### config.mk
export PLATFORM = sky130hd
export DESIGN_NAME = tcs_ctrl
export DESIGN_NICKNAME = d
export VERILOG_FILES = /design/src/tcs_pkg.sv /design/src/tcs_ctrl.sv
export SDC_FILE = /design/constraint.sdc
export NUM_CORES = 1
export LEC_CHECK = 0
export BUFFER_PORTS_ARGS = -buffer_cell sky130_fd_sc_hd__buf_2
export CAP_MARGIN = 25
export CORE_AREA = 3 3 40 42
export DETAILED_ROUTE_END_ITERATION = 8
export DIE_AREA = 0 0 43 45
export GPL_TIMING_DRIVEN = 1
export PLACE_DENSITY = 0.6
export SLEW_MARGIN = 5
export SYNTH_ARGS = -nofsm -noshare
export SYNTH_HDL_FRONTEND = slang
export SYNTH_SLANG_ARGS = --single-unit
### constraint.sdc
create_clock -name clk -period 3.3 [get_ports clk]
set_input_delay 0.495 -clock clk [delete_from_list [all_inputs] [get_ports clk]]
set_output_delay 0.495 -clock clk [all_outputs]
set_load 0.02 [all_outputs]
### src/tcs_pkg.sv
// ----------------------------------------------------------------------------
// tcs_pkg
// shared constants, types and the arctangent table of the tilt servo
// ----------------------------------------------------------------------------
package tcs_pkg;

    localparam int CORDIC_STEPS_DEF = 16;
    localparam int CORDIC_XW        = 28;
    localparam int CORDIC_ZW        = 27;
    localparam int Z_HALF_TURN      = 180 * 65536;

    // 65536/131000 reduces to 8192/16375; reciprocals of 16375 scaled by 2^45 and 2^41
    localparam logic [13:0] GYRO_DIV_ODD  = 14'd16375;
    localparam logic [31:0] GYRO_RECIP_HI = 32'd2148663945;
    localparam logic [27:0] GYRO_RECIP_LO = 28'd134291497;

    localparam int CFG_IDX_W  = 3;
    localparam int CFG_DATA_W = 16;

    localparam logic [CFG_IDX_W-1:0] REG_NEUTRAL = 3'd0;
    localparam logic [CFG_IDX_W-1:0] REG_GAIN    = 3'd1;
    localparam logic [CFG_IDX_W-1:0] REG_BLEND   = 3'd2;
    localparam logic [CFG_IDX_W-1:0] REG_MIN     = 3'd3;
    localparam logic [CFG_IDX_W-1:0] REG_MAX     = 3'd4;

    localparam logic [7:0]  NEUTRAL_RST = 8'd90;
    localparam logic [11:0] GAIN_RST    = 12'd256;
    localparam logic [15:0] BLEND_RST   = 16'd62915;
    localparam logic [7:0]  MIN_RST     = 8'd0;
    localparam logic [7:0]  MAX_RST     = 8'd180;

    typedef struct packed {
        logic load;
        logic cordic_start;
        logic cordic_axis;
        logic div_start;
        logic axis;
        logic acc_cap;
        logic blend_mul;
        logic mix_wr;
        logic gain_mul;
        logic servo_wr;
        logic out_load;
    } tcs_cmd_t;

    typedef struct packed {
        logic cordic_busy;
        logic div_busy;
    } tcs_status_t;

    // atan(2^-i) in degrees, 16 fraction bits
    function automatic logic [21:0] atan_q16(input logic [4:0] idx);
        logic [21:0] v;
        unique case (idx)
            5'd0:  v = 22'd2949120;
            5'd1:  v = 22'd1740967;
            5'd2:  v = 22'd919879;
            5'd3:  v = 22'd466945;
            5'd4:  v = 22'd234379;
            5'd5:  v = 22'd117304;
            5'd6:  v = 22'd58666;
            5'd7:  v = 22'd29335;
            5'd8:  v = 22'd14668;
            5'd9:  v = 22'd7334;
            5'd10: v = 22'd3667;
            5'd11: v = 22'd1833;
            5'd12: v = 22'd917;
            5'd13: v = 22'd458;
            5'd14: v = 22'd229;
            5'd15: v = 22'd115;
            5'd16: v = 22'd57;
            5'd17: v = 22'd29;
            5'd18: v = 22'd14;
            5'd19: v = 22'd7;
            5'd20: v = 22'd4;
            5'd21: v = 22'd2;
            5'd22: v = 22'd1;
            default: v = 22'd0;
        endcase
        return v;
    endfunction

endpackage

### src/tcs_ctrl.sv
// ----------------------------------------------------------------------------
// tcs_ctrl
// sequencer for one sample: two atan2 runs, blend and servo per axis
// ----------------------------------------------------------------------------
module tcs_ctrl
    import tcs_pkg::*;
(
    input  logic        clk,
    input  logic        rst_n,
    input  logic        in_valid,
    output logic        in_ready,
    output logic        out_valid,
    input  logic        out_ready,
    input  tcs_status_t status,
    output tcs_cmd_t    cmd
);
    typedef enum logic [3:0] {
        S_IDLE, S_LOAD, S_CX, S_CY, S_BMX, S_MIXX, S_BMY, S_MIXY,
        S_GMX, S_SRVX, S_GMY, S_SRVY, S_OUT
    } state_t;

    state_t state_reg, state_next;
    logic   out_valid_reg, out_valid_next;
    logic   out_free;

    assign out_free = !out_valid_reg || out_ready;

    always_comb
    begin
        state_next     = state_reg;
        out_valid_next = out_valid_reg && !out_ready;
        cmd            = '0;
        unique case (state_reg)
            S_IDLE:
            begin
                if (in_valid)
                begin
                    cmd.load   = 1'b1;
                    state_next = S_LOAD;
                end
            end
            S_LOAD:
            begin
                cmd.cordic_start = 1'b1;
                cmd.div_start    = 1'b1;
                state_next       = S_CX;
            end
            S_CX:
            begin
                // capture the x tilt while the y run starts
                if (!status.cordic_busy)
                begin
                    cmd.acc_cap      = 1'b1;
                    cmd.cordic_axis  = 1'b1;
                    cmd.cordic_start = 1'b1;
                    state_next       = S_CY;
                end
            end
            S_CY:
            begin
                if (!status.cordic_busy && !status.div_busy)
                begin
                    cmd.acc_cap = 1'b1;
                    cmd.axis    = 1'b1;
                    state_next  = S_BMX;
                end
            end
            S_BMX:
            begin
                cmd.blend_mul = 1'b1;
                state_next    = S_MIXX;
            end
            S_MIXX:
            begin
                cmd.mix_wr = 1'b1;
                state_next = S_BMY;
            end
            S_BMY:
            begin
                cmd.axis      = 1'b1;
                cmd.blend_mul = 1'b1;
                state_next    = S_MIXY;
            end
            S_MIXY:
            begin
                cmd.axis   = 1'b1;
                cmd.mix_wr = 1'b1;
                state_next = S_GMX;
            end
            S_GMX:
            begin
                cmd.gain_mul = 1'b1;
                state_next   = S_SRVX;
            end
            S_SRVX:
            begin
                cmd.servo_wr = 1'b1;
                state_next   = S_GMY;
            end
            S_GMY:
            begin
                cmd.axis     = 1'b1;
                cmd.gain_mul = 1'b1;
                state_next   = S_SRVY;
            end
            S_SRVY:
            begin
                cmd.axis     = 1'b1;
                cmd.servo_wr = 1'b1;
                state_next   = S_OUT;
            end
            S_OUT:
            begin
                // wait for the output register to drain
                if (out_free)
                begin
                    cmd.out_load   = 1'b1;
                    out_valid_next = 1'b1;
                    state_next     = S_IDLE;
                end
            end
            default:
            begin
                state_next = S_IDLE;
            end
        endcase
    end

    always_ff @(posedge clk or negedge rst_n)
    begin
        if (!rst_n)
        begin
            state_reg     <= S_IDLE;
            out_valid_reg <= 1'b0;
        end
        else
        begin
            state_reg     <= state_next;
            out_valid_reg <= out_valid_next;
        end
    end

    assign in_ready  = (state_reg == S_IDLE);
    assign out_valid = out_valid_reg;
endmodule

; ---- Word-level counts from Yosys, hierarchy flattened
; Cells that the tools add are included.
[totals]
ff_bits = 5
output_inout_bits = 13
input_bits = 6
wordCells = 55
[op_classes]
eq_ne = 16
n_mux = 23
reduce_logical = 14
[ops]
columns = cell, n
row1 = $pmux W4 S13, 1
row2 = $eq A4 B4 Y1 const B, 5
row3 = $eq A4 B3 Y1 const B, 4
row4 = $mux W4, 4
row5 = $mux W1, 13
row6 = $eq A4 B2 Y1 const B, 2
row7 = $ne A2 B2 Y1 const B, 4
row8 = $reduce_or A2 Y1, 4
row9 = $pmux W1 S2, 3
row10 = $eq A4 B1 Y1 const B, 1
row11 = $logic_not A1 Y1, 4
row12 = $logic_not A4 Y1, 1
row13 = $mux W2, 2
row14 = $reduce_and A4 Y1, 1
row15 = $reduce_or A4 Y1, 1
row16 = $logic_and A1 B1 Y1, 2
row17 = $logic_or A1 B1 Y1, 1

; ---- Depth between registers and ports, before layout
; Gate-level depths: netlist of the first run.
[logic_depth]
depth_word = 4
ltp_mapped = 5

; ---- Least setup slack after synthesis of the first run
; No wires, ideal clock.
[synth_timing]
kind = reg2out
start = reg state_reg[3]
end = out cmd[10] (netlist bit)
stages_incl_launch_ff = 6
arrival_ns = 1.464
n_path_buf = 2
slack_ns = 1.341
cell_sequence = dfrtp_1 -> clkbuf_2 -> or2_1 -> clkbuf_1 -> nor2_1 -> and2_1
[synth_lines]
columns = element, line_no
row1 = from (decl), tcs_ctrl.sv:22  ; state_t state_reg, state_next;
row2 = from (signal assigned), tcs_ctrl.sv:138  ; state_reg <= state_next;
row3 = to (decl), tcs_ctrl.sv:15  ; output tcs_cmd_t cmd

==> results of run 1 <==
==> final cells by class <==
cell class | instances | area [um^2] | share of cell area
clock buffer | 4 | 26.3 | 0.0528
timing repair buffer | 18 | 90.1 | 0.181
inverter | 2 | 7.51 | 0.0151
tap | 15 | 18.8 | 0.0377
multi-input combinational | 42 | 230 | 0.462
sequential | 5 | 125 | 0.251
==> report_power, final <==
group / total (mW) / switching (mW) / internal (mW)
registers: 0.143 / 0.0568 / 0.0867
clock network: 0.0716 / 0.0259 / 0.0458
logic: 0.290 / 0.172 / 0.118
total: 0.505 / 0.255 / 0.250
==> layer usage <==
layer  track usage  vias up  share of wire
met4         0.108        0          0.026
met1         0.151      174           0.45
met3        0.0398        3          0.041
li1              -      212              -
met5             0        -              0
met2         0.165        9           0.49
==> worst max-delay path, cell delays in order (launching register included) <==
cell     delay (ns)
dfrtp_1        0.50
or2_2          0.36
nor2_1         0.11
and2_1         0.13
buf_2          0.15
==> worst max path at each step <==
stage | slack, ns | endpoint | from
after global routing | 1.13 | cmd[5] | state_reg[3]
final | 1.30 | cmd[10] | state_reg[0]
after global placement | 1.57 | cmd[0] | state_reg[0]
after floorplan | 1.34 | cmd[10] | state_reg[3]
after CTS | 1.29 | cmd[0] | state_reg[0]
after detailed placement | 1.56 | cmd[0] | state_reg[0]
==> synth_stat cells (all sizes together) <==
cell / n
a21oi: 4
o31a: 1
and3: 3
nor3b: 1
nor4b: 1
nand2b: 4
and2: 2
or2: 2
inv: 2
or3: 1
buf: 1
nor3: 1
nand2: 4
o21ai: 8
dfrtp: 5
nor2b: 2
nor2: 8
clkbuf: 2
==> cells by family after synthesis <==
kind of cell	count (synthesis)	share of synthesized area
AND/OR/NAND/NOR	29	0.429
AO/OA/AOI/OAI	13	0.183
flip-flops	5	0.332
buffers and inverters	5	0.0565
==> through the flow <==
| stage | hold slack [ns] | utilization | worst slack [ns] | std cells |
|---|---|---|---|---|
| 5_1_grt | 0.0509 | 0.388 | 1.13 | 86 |
| 4_1_cts | 0.0511 | 0.388 | 1.29 | 86 |
| 3_3_place_gp | 0.313 | 0.367 | 1.57 | 82 |
| 6_report | 0.0535 | 0.388 | 1.30 | 86 |
| 3_5_place_dp | 0.313 | 0.367 | 1.56 | 82 |
| 2_1_floorplan | 0.199 | - | 1.34 | 52 |
==> impl_metrics.env, run 1 <==
export IMPL_finalHoldViolCount=0
export IMPL_most_common_layout_cells="buf_2 (18), nor2_1 (8), o21ai_0 (8)"
export IMPL_post_cts_resize_count=0
export IMPL_r2r_start="state_reg[0]"
export IMPL_critPathArrivalTime_ns=1.50
export IMPL_die_w_um=43
export IMPL_clock_skew_ns=0.00202
export IMPL_largest_reg_flops=4
export IMPL_cp_end_kind="output port"
export IMPL_ant_nets=0
export IMPL_tritoncts="yes"
export IMPL_numCtsBuffers=3
export IMPL_fmax_ghz=0.500
export IMPL_die_h_um=45
export IMPL_final_setup_tns_ns=0
export IMPL_rows=13
export IMPL_start_util=0.293
export IMPL_slew_viol_final=0
export IMPL_drc=0
export IMPL_coreArea_um2=1280
export IMPL_required_ns=2.80
export IMPL_ir_worst_vdd_v=0.000340
export IMPL_port_buffers=18
export IMPL_wirelength_um=885
export IMPL_diodes=0
export IMPL_ys_ff_latch=5
export IMPL_slew_headroom=0.761
export IMPL_drive_gt1_frac=0.324
export IMPL_vias_per_cell=4.63
export IMPL_period_minus_slack_ns=2.00
export IMPL_hpwl_um=691
export IMPL_cellLeakagePower_nw=0.267
export IMPL_ff2ff_setup_slack_ns=1.94
export IMPL_dr_pass1_iters=3
export IMPL_yosys_cell_types_count=21
export IMPL_totalPowerFinal_uw=505
export IMPL_syn_to_final_growth_pct=32.2
export IMPL_crit_path_start_kind="flip-flop"
export IMPL_ios=19
export IMPL_fin_crit_sh=0.606
export IMPL_final_cell_area_um2=498
export IMPL_clk_latency_ns=0.24
export IMPL_rsz0062_at_grt="no"
export IMPL_cts_root_buffer="clkbuf_4"
export IMPL_outcome="complete, no violations"
export IMPL_cts_hold_buf=0
export IMPL_worst_pin_slew_ns=0.358
export IMPL_crit_fanout=13
export IMPL_gp_congestion=0.759
export IMPL_grt_max_degree=14
export IMPL_gr_total_overflow=0
export IMPL_filler_cell_count=149
export IMPL_maxCapViolCount=0
export IMPL_synth_top_area_frac=0.332
export IMPL_num_vias=398
export IMPL_power_density_nw_per_um2=1010
export IMPL_fin_nets=78
export IMPL_routedWlPerCell_um=10.3
export IMPL_syn_inst=52
export IMPL_crit_type="reg2out"
export IMPL_htreeDepth=1
export IMPL_synth_largest_area_cell="dfrtp_1"
export IMPL_rr_worst_depth=3
export IMPL_rr_endpoint="state_reg[0]"
export IMPL_synth_area_leaders="dfrtp_1 (33%), o21ai_0 (11%), nor2_1 (8.0%), nand2b_1 (6.6%), a21oi_1 (5.3%)"
export IMPL_finalSetupViolCount=0
export IMPL_ys_warn_count=0
export IMPL_yosysSeqAreaShare=0.332
export IMPL_clock_sinks=5
export IMPL_die_area_um2=1940
export IMPL_antenna_found_initial=0
export IMPL_grt_pass1_vias=408
export IMPL_path_clk_slew_ns=0.04
export IMPL_postSynthAreaPerCell_um2=7.24
export IMPL_synth_area_um2=377
export IMPL_grt_use_total=0.121
export IMPL_worstHoldPathType="in2async"
export IMPL_post_cts_buffers=0
export IMPL_syn_nets=58
export IMPL_placed_cell_area_um2=472
export IMPL_max_clock_path_buffers=2
export IMPL_drt_iter0_markers=13
export IMPL_grt_pass1_wl_um=1680
export IMPL_mostFrequentLayoutCell="buf_2"
(Power assumes the default switching activity.)
==> run 2, diff against run 1 <==
--- a/config.mk
+++ b/config.mk
@@ -5,13 +5,14 @@
 export SDC_FILE = /design/constraint.sdc
 export NUM_CORES = 1
 export LEC_CHECK = 0
+export ABC_AREA = 1
 export BUFFER_PORTS_ARGS = -buffer_cell sky130_fd_sc_hd__buf_2
 export CAP_MARGIN = 25
 export CORE_AREA = 3 3 40 42
 export DETAILED_ROUTE_END_ITERATION = 8
 export DIE_AREA = 0 0 43 45
 export GPL_TIMING_DRIVEN = 1
-export PLACE_DENSITY = 0.6
+export PLACE_DENSITY = 0.61
 export SLEW_MARGIN = 5
 export SYNTH_ARGS = -nofsm -noshare
 export SYNTH_HDL_FRONTEND = slang
==> constraint.sdc (replaced) <==
create_clock -name clk -period 2 [get_ports clk]
set_input_delay 0.3 -clock clk [delete_from_list [all_inputs] [get_ports clk]]
set_output_delay 0.3 -clock clk [all_outputs]
set_load 0.02 [all_outputs]
==> impl_metrics.env, run 2 <==
export IMPL_rsz0062_at_grt="no"
export IMPL_synth_largest_area_cell="dfrtp_1"
export IMPL_coreArea_um2=1280
export IMPL_ff2ff_setup_slack_ns=0.78
export IMPL_clock_sinks=5
export IMPL_outcome="complete, no violations"
export IMPL_synth_main_ff_cell="dfrtp_1"
export IMPL_syn_inst=62
export IMPL_ys_top_cells_by_count="nand2_1 (14), inv_1 (11), nor2_1 (11), dfrtp_1 (5)"
export IMPL_syn_to_final_growth_pct=37.1
export IMPL_worstHoldPathType="in2reg"
export IMPL_max_clock_path_buffers=2
export IMPL_syn_nets=68
export IMPL_max_stage_delay_ns=0.43
export IMPL_rows=13
export IMPL_synth_top_area_frac=0.319
export IMPL_ys_warn_count=0
export IMPL_r2r_start="state_reg[3]"
export IMPL_fin_crit_sh=0.857
export IMPL_synth_edf_count=0
export IMPL_routedWlPerCell_um=9.03
export IMPL_fmax_ghz=0.584
export IMPL_dr_pass1_iters=4
export IMPL_start_util=0.305
export IMPL_most_common_layout_cells="buf_2 (18), nand2_1 (14), inv_1 (11), nor2_1 (11), dfrtp_1 (5)"
export IMPL_gr_total_overflow=0
export IMPL_drive_gt1_frac=0.365
export IMPL_port_buffers=18
export IMPL_diodes=0
export IMPL_num_vias=439
export IMPL_required_ns=1.70
export IMPL_cellLeakagePower_nw=0.339
export IMPL_die_h_um=45
export IMPL_die_w_um=43
export IMPL_mostFrequentLayoutCell="buf_2"
export IMPL_synth_area_um2=392
export IMPL_grt_use_total=0.104
export IMPL_clock_skew_ns=0.00192
export IMPL_ant_nets=0
export IMPL_totalPowerFinal_uw=889
export IMPL_grt_max_degree=8
export IMPL_power_density_nw_per_um2=1660
export IMPL_crit_path_start_kind="flip-flop"
export IMPL_cp_startpoint="state_reg[3]"
export IMPL_post_cts_buffers=0
export IMPL_worst_pin_slew_ns=0.286
export IMPL_drt_iter0_markers=4
export IMPL_crit_fanout=7
export IMPL_largest_reg_flops=4
export IMPL_hp_start="out_ready"
export IMPL_cts_hold_buf=1
export IMPL_postSynthAreaPerCell_um2=6.32
export IMPL_htreeDepth=1
export IMPL_antenna_found_initial=0
export IMPL_critPathArrivalTime_ns=1.41
export IMPL_synth_area_leaders="dfrtp_1 (32%), nand2_1 (13%), inv_1 (11%), nor2_1 (11%), nand3_2 (5.1%)"
export IMPL_die_area_um2=1940
export IMPL_path_clk_slew_ns=0.04
export IMPL_drc=0
export IMPL_grt_pass1_wl_um=1550
export IMPL_maxCapViolCount=0
export IMPL_cp_end_kind="output port"
export IMPL_final_setup_tns_ns=0
export IMPL_synth_async_reset_ratio=1.00
export IMPL_gp_congestion=0.799
export IMPL_path_cells="nor2_2 -> nand4_1 -> o31ai_1 -> buf_2"
export IMPL_hpwl_um=728
export IMPL_finalHoldViolCount=0
export IMPL_fin_hold_ws_ns=0.273
export IMPL_ys_ff_latch=5
export IMPL_post_cts_resize_count=0
export IMPL_period_minus_slack_ns=1.71
export IMPL_ir_worst_vdd_v=0.000692
export IMPL_wirelength_um=903
export IMPL_cts_root_buffer="clkbuf_4"
export IMPL_slew_headroom=0.809
export IMPL_tritoncts="yes"
export IMPL_yosys_cell_types_count=16
export IMPL_yosysSeqAreaShare=0.319
export IMPL_yosysMostFrequentCell="nand2_1"
export IMPL_vias_per_cell=4.39
export IMPL_ios=19
export IMPL_cp_slowest_cell="dfrtp_1"
export IMPL_finalSetupViolCount=0
export IMPL_slew_viol_final=0
export IMPL_crit_type="reg2out"
export IMPL_grt_pass1_vias=405
export IMPL_numCtsBuffers=3
export IMPL_clk_latency_ns=0.24
export IMPL_fin_nets=92
[run 2: cell count changes after synthesis, moves of 4 or more]
| cell | before | now |
|---|---|---|
| o21ai_0 | 8 | 3 |
| nand2b_1 | 4 | 0 |
| inv_1 | 2 | 11 |
| a21oi_1 | 4 | 0 |
| nand2_1 | 4 | 14 |
[run 2: kinds of logic (layout without fill, tap and decap cells)]
| logic type | count (synthesis) | count (layout) | share of synthesized area |
|---|---|---|---|
| AO/OA/AOI/OAI | 5 | 5 | 0.0767 |
| buffers and inverters | 14 | 37 | 0.134 |
| AND/OR/NAND/NOR | 38 | 38 | 0.470 |
| flip-flops | 5 | 5 | 0.319 |
[run 2: power by group]
group / internal (mW) / switching, mW
Clock: 0.0753 / 0.0398
Combinational: 0.187 / 0.372
Sequential: 0.145 / 0.0686
Total: 0.408 / 0.481
[run 2: final cells by class]
class | instances | area, um^2
fill | 130 | 748
multi-input combinational | 43 | 214
sequential | 5 | 125
timing repair buffer | 19 | 100
inverter | 14 | 52.6
clock buffer | 4 | 26.3
tap | 15 | 18.8
[run 2: final timing paths]
kind | to | depth (start not counted)
max in group asynchronous | out_valid | 2
max reg2reg | state_reg[1] | 6
min | out_valid | 2
min in group asynchronous | state_reg[2] | 2
max | cmd[6] | 4
min reg2reg | out_valid | 2
[run 2: metrics by stage]
stage          area (um^2)   util  instances  setup slack (ns)
2_1_floorplan          392      -         62             0.454
3_3_place_gp           500  0.389         95             0.582
3_5_place_dp           500  0.389         95             0.547
4_1_cts                537  0.418        100             0.282
5_1_grt                537  0.418        100             0.179
6_report               537  0.418        100             0.286
[run 2: worst max-delay path: cells and delay by family, from the launching register on]
family | cells | cell delay (ns)
AND/OR/NAND/NOR | 2 | 0.45
flip-flops | 1 | 0.43
AO/OA/AOI/OAI | 1 | 0.10
buffers and inverters | 1 | 0.20
[run 2: per-layer routing]
metal	share of wire	GRT usage	wire length [um]
met5	0	0	0
met1	0.46	0.133	411
met2	0.47	0.174	426
met4	0	0	0
met3	0.072	0.0478	65
==> run 3, diff against run 2 <==
--- a/config.mk
+++ b/config.mk
@@ -5,14 +5,13 @@
 export SDC_FILE = /design/constraint.sdc
 export NUM_CORES = 1
 export LEC_CHECK = 0
-export ABC_AREA = 1
 export BUFFER_PORTS_ARGS = -buffer_cell sky130_fd_sc_hd__buf_2
 export CAP_MARGIN = 25
 export CORE_AREA = 3 3 40 42
 export DETAILED_ROUTE_END_ITERATION = 8
 export DIE_AREA = 0 0 43 45
 export GPL_TIMING_DRIVEN = 1
-export PLACE_DENSITY = 0.61
+export PLACE_DENSITY = 0.6
 export SLEW_MARGIN = 5
 export SYNTH_ARGS = -nofsm -noshare
 export SYNTH_HDL_FRONTEND = slang
==> impl_metrics.env, run 3 (synthesis results as in run 1) <==
export IMPL_outcome="complete, no violations"
export IMPL_clock_skew_ns=0.000643
export IMPL_power_frac_clock=0.141
export IMPL_drive_gt1_frac=0.338
export IMPL_gr_total_overflow=0
export IMPL_register_area_um2=125
export IMPL_wl_met3_um=39
export IMPL_dr_pass1_iters=4
export IMPL_wirelength_um=907
export IMPL_intPower_uw=440
export IMPL_ant_nets=0
export IMPL_final_cell_area_um2=523
export IMPL_drt_iter0_markers=3
export IMPL_fin_ws_ns=0.220
export IMPL_min_path_cells=3
export IMPL_grt_pass1_wl_um=1460
export IMPL_cpLargestDelayFamily="simple AND/OR/NAND/NOR gates"
export IMPL_die_area_um2=1940
export IMPL_final_setup_tns_ns=0
export IMPL_ir_worst_vdd_v=0.000592
export IMPL_utilization=0.407
export IMPL_coreArea_um2=1280
export IMPL_post_cts_resize_count=0
export IMPL_drc=0
export IMPL_dp_cells=84
export IMPL_p_sw_frac=0.494
export IMPL_port_buffers=18
export IMPL_grt_max_degree=13
export IMPL_vias_per_cell=4.51
export IMPL_die_w_um=43
export IMPL_cp_slowest_cell="dfrtp_1"
export IMPL_fmax_ghz=0.562
export IMPL_rsz0062_at_grt="no"
export IMPL_tritoncts="yes"
export IMPL_mostFrequentLayoutCell="buf_2"
export IMPL_finalSetupViolCount=0
export IMPL_crit_path_start_kind="flip-flop"
export IMPL_path_buf_inv=1
export IMPL_cellLeakagePower_nw=0.281
export IMPL_path_clk_slew_ns=0.04
export IMPL_worst_pin_slew_ns=0.362
export IMPL_topRoutingLayerUsed="met4"
export IMPL_rr_worst_depth=4
export IMPL_power_switching_uw=429
export IMPL_totalPowerFinal_uw=869
export IMPL_placed_cell_area_um2=487
export IMPL_fin_hold_ws_ns=0.374
export IMPL_numCtsBuffers=3
export IMPL_ios=19
export IMPL_wl_met1_um=408
export IMPL_die_h_um=45
export IMPL_multiInputGateArea_um2=230
export IMPL_crit_type="reg2out"
export IMPL_cts_hold_buf=1
export IMPL_max_clock_path_buffers=2
export IMPL_rows=13
export IMPL_finalHoldViolCount=0
export IMPL_p_comb_frac=0.641
export IMPL_clock_sinks=5
export IMPL_syn_to_final_growth_pct=38.9
export IMPL_place_ws_ns=0.488
export IMPL_fin_nets=81
export IMPL_fin_crit_sh=0.890
export IMPL_htreeDepth=1
export IMPL_filler_cell_count=147
export IMPL_grt_pass1_vias=344
export IMPL_cts_root_buffer="clkbuf_4"
export IMPL_routedWlPerCell_um=10.2
export IMPL_most_common_layout_cells="buf_2 (18), nor2_1 (8), o21ai_0 (8)"
export IMPL_num_vias=401
export IMPL_worstHoldPathType="in2reg"
export IMPL_cp_depth=4
export IMPL_max_stage_delay_ns=0.45
export IMPL_critPathArrivalTime_ns=1.48
export IMPL_diodes=0
export IMPL_slew_viol_final=0
export IMPL_slew_headroom=0.755
export IMPL_hpwl_um=723
export IMPL_required_ns=1.70
export IMPL_gp_congestion=0.802
export IMPL_largest_reg_flops=4
export IMPL_maxCapViolCount=0
export IMPL_crit_fanout=10
export IMPL_period_minus_slack_ns=1.78
export IMPL_antenna_found_initial=0
export IMPL_post_cts_buffers=0
export IMPL_instances_no_fill=89
export IMPL_clk_latency_ns=0.25
export IMPL_sequentialPowerShare=0.218
export IMPL_path_cells="or2_1 -> nand2b_1 -> a21oi_1 -> buf_2"
export IMPL_cp_end_kind="output port"
export IMPL_start_util=0.293
export IMPL_grt_use_total=0.103
export IMPL_wl_met2_um=437
export IMPL_power_density_nw_per_um2=1660
run 3: cell count changes in the layout (fill, tap and decap cells not counted), moves of 3 or more:
cell and delta:
a21oi_1 +4, and3_1 +3, inv_1 -9, inv_2 -3
nand2_1 -10, nand2b_1 +4, nand3_1 -3, nor2_1 -3
nor2_2 -3, o21ai_0 +5
run 3: power groups by stage:
stage / logic (mW) / registers (mW) / clock network [mW]
finish: 0.557 / 0.190 / 0.122
global route: 0.618 / 0.201 / 0.137
CTS: 0.565 / 0.190 / 0.125
detailed placement: 0.560 / 0.191 / 0
global placement: 0.564 / 0.189 / 0
floorplan: 0.407 / 0.185 / 0
run 3: worst paths after layout:
kind                                 to  slack [ns]         start
hold / removal                out_valid        0.37     out_ready
hold reg to reg               out_valid        0.53     out_valid
setup / recovery                 cmd[5]        0.22  state_reg[3]
min in group asynchronous     out_valid        0.40         rst_n
setup reg to reg           state_reg[0]        0.61  state_reg[1]
max in group asynchronous  state_reg[3]        1.47         rst_n
run 3: routing by layer:
metal,GRT usage,vias up
met5,0,-
met4,0.0723,0
met3,0.0279,2
met2,0.165,8
met1,0.120,169
li1,-,222
run 3: cell type report:
| class | count | share of cell area |
|---|---|---|
| inverter | 2 | 0.0144 |
| tap | 15 | 0.0359 |
| clock buffer | 4 | 0.0502 |
| timing repair buffer | 21 | 0.220 |
| multi-input combinational | 42 | 0.440 |
| sequential | 5 | 0.239 |
run 3: worst min-delay path: stages:
cell and delay, ns:
buf_2 0.08, nand2b_1 0.11, o21ai_0 0.08
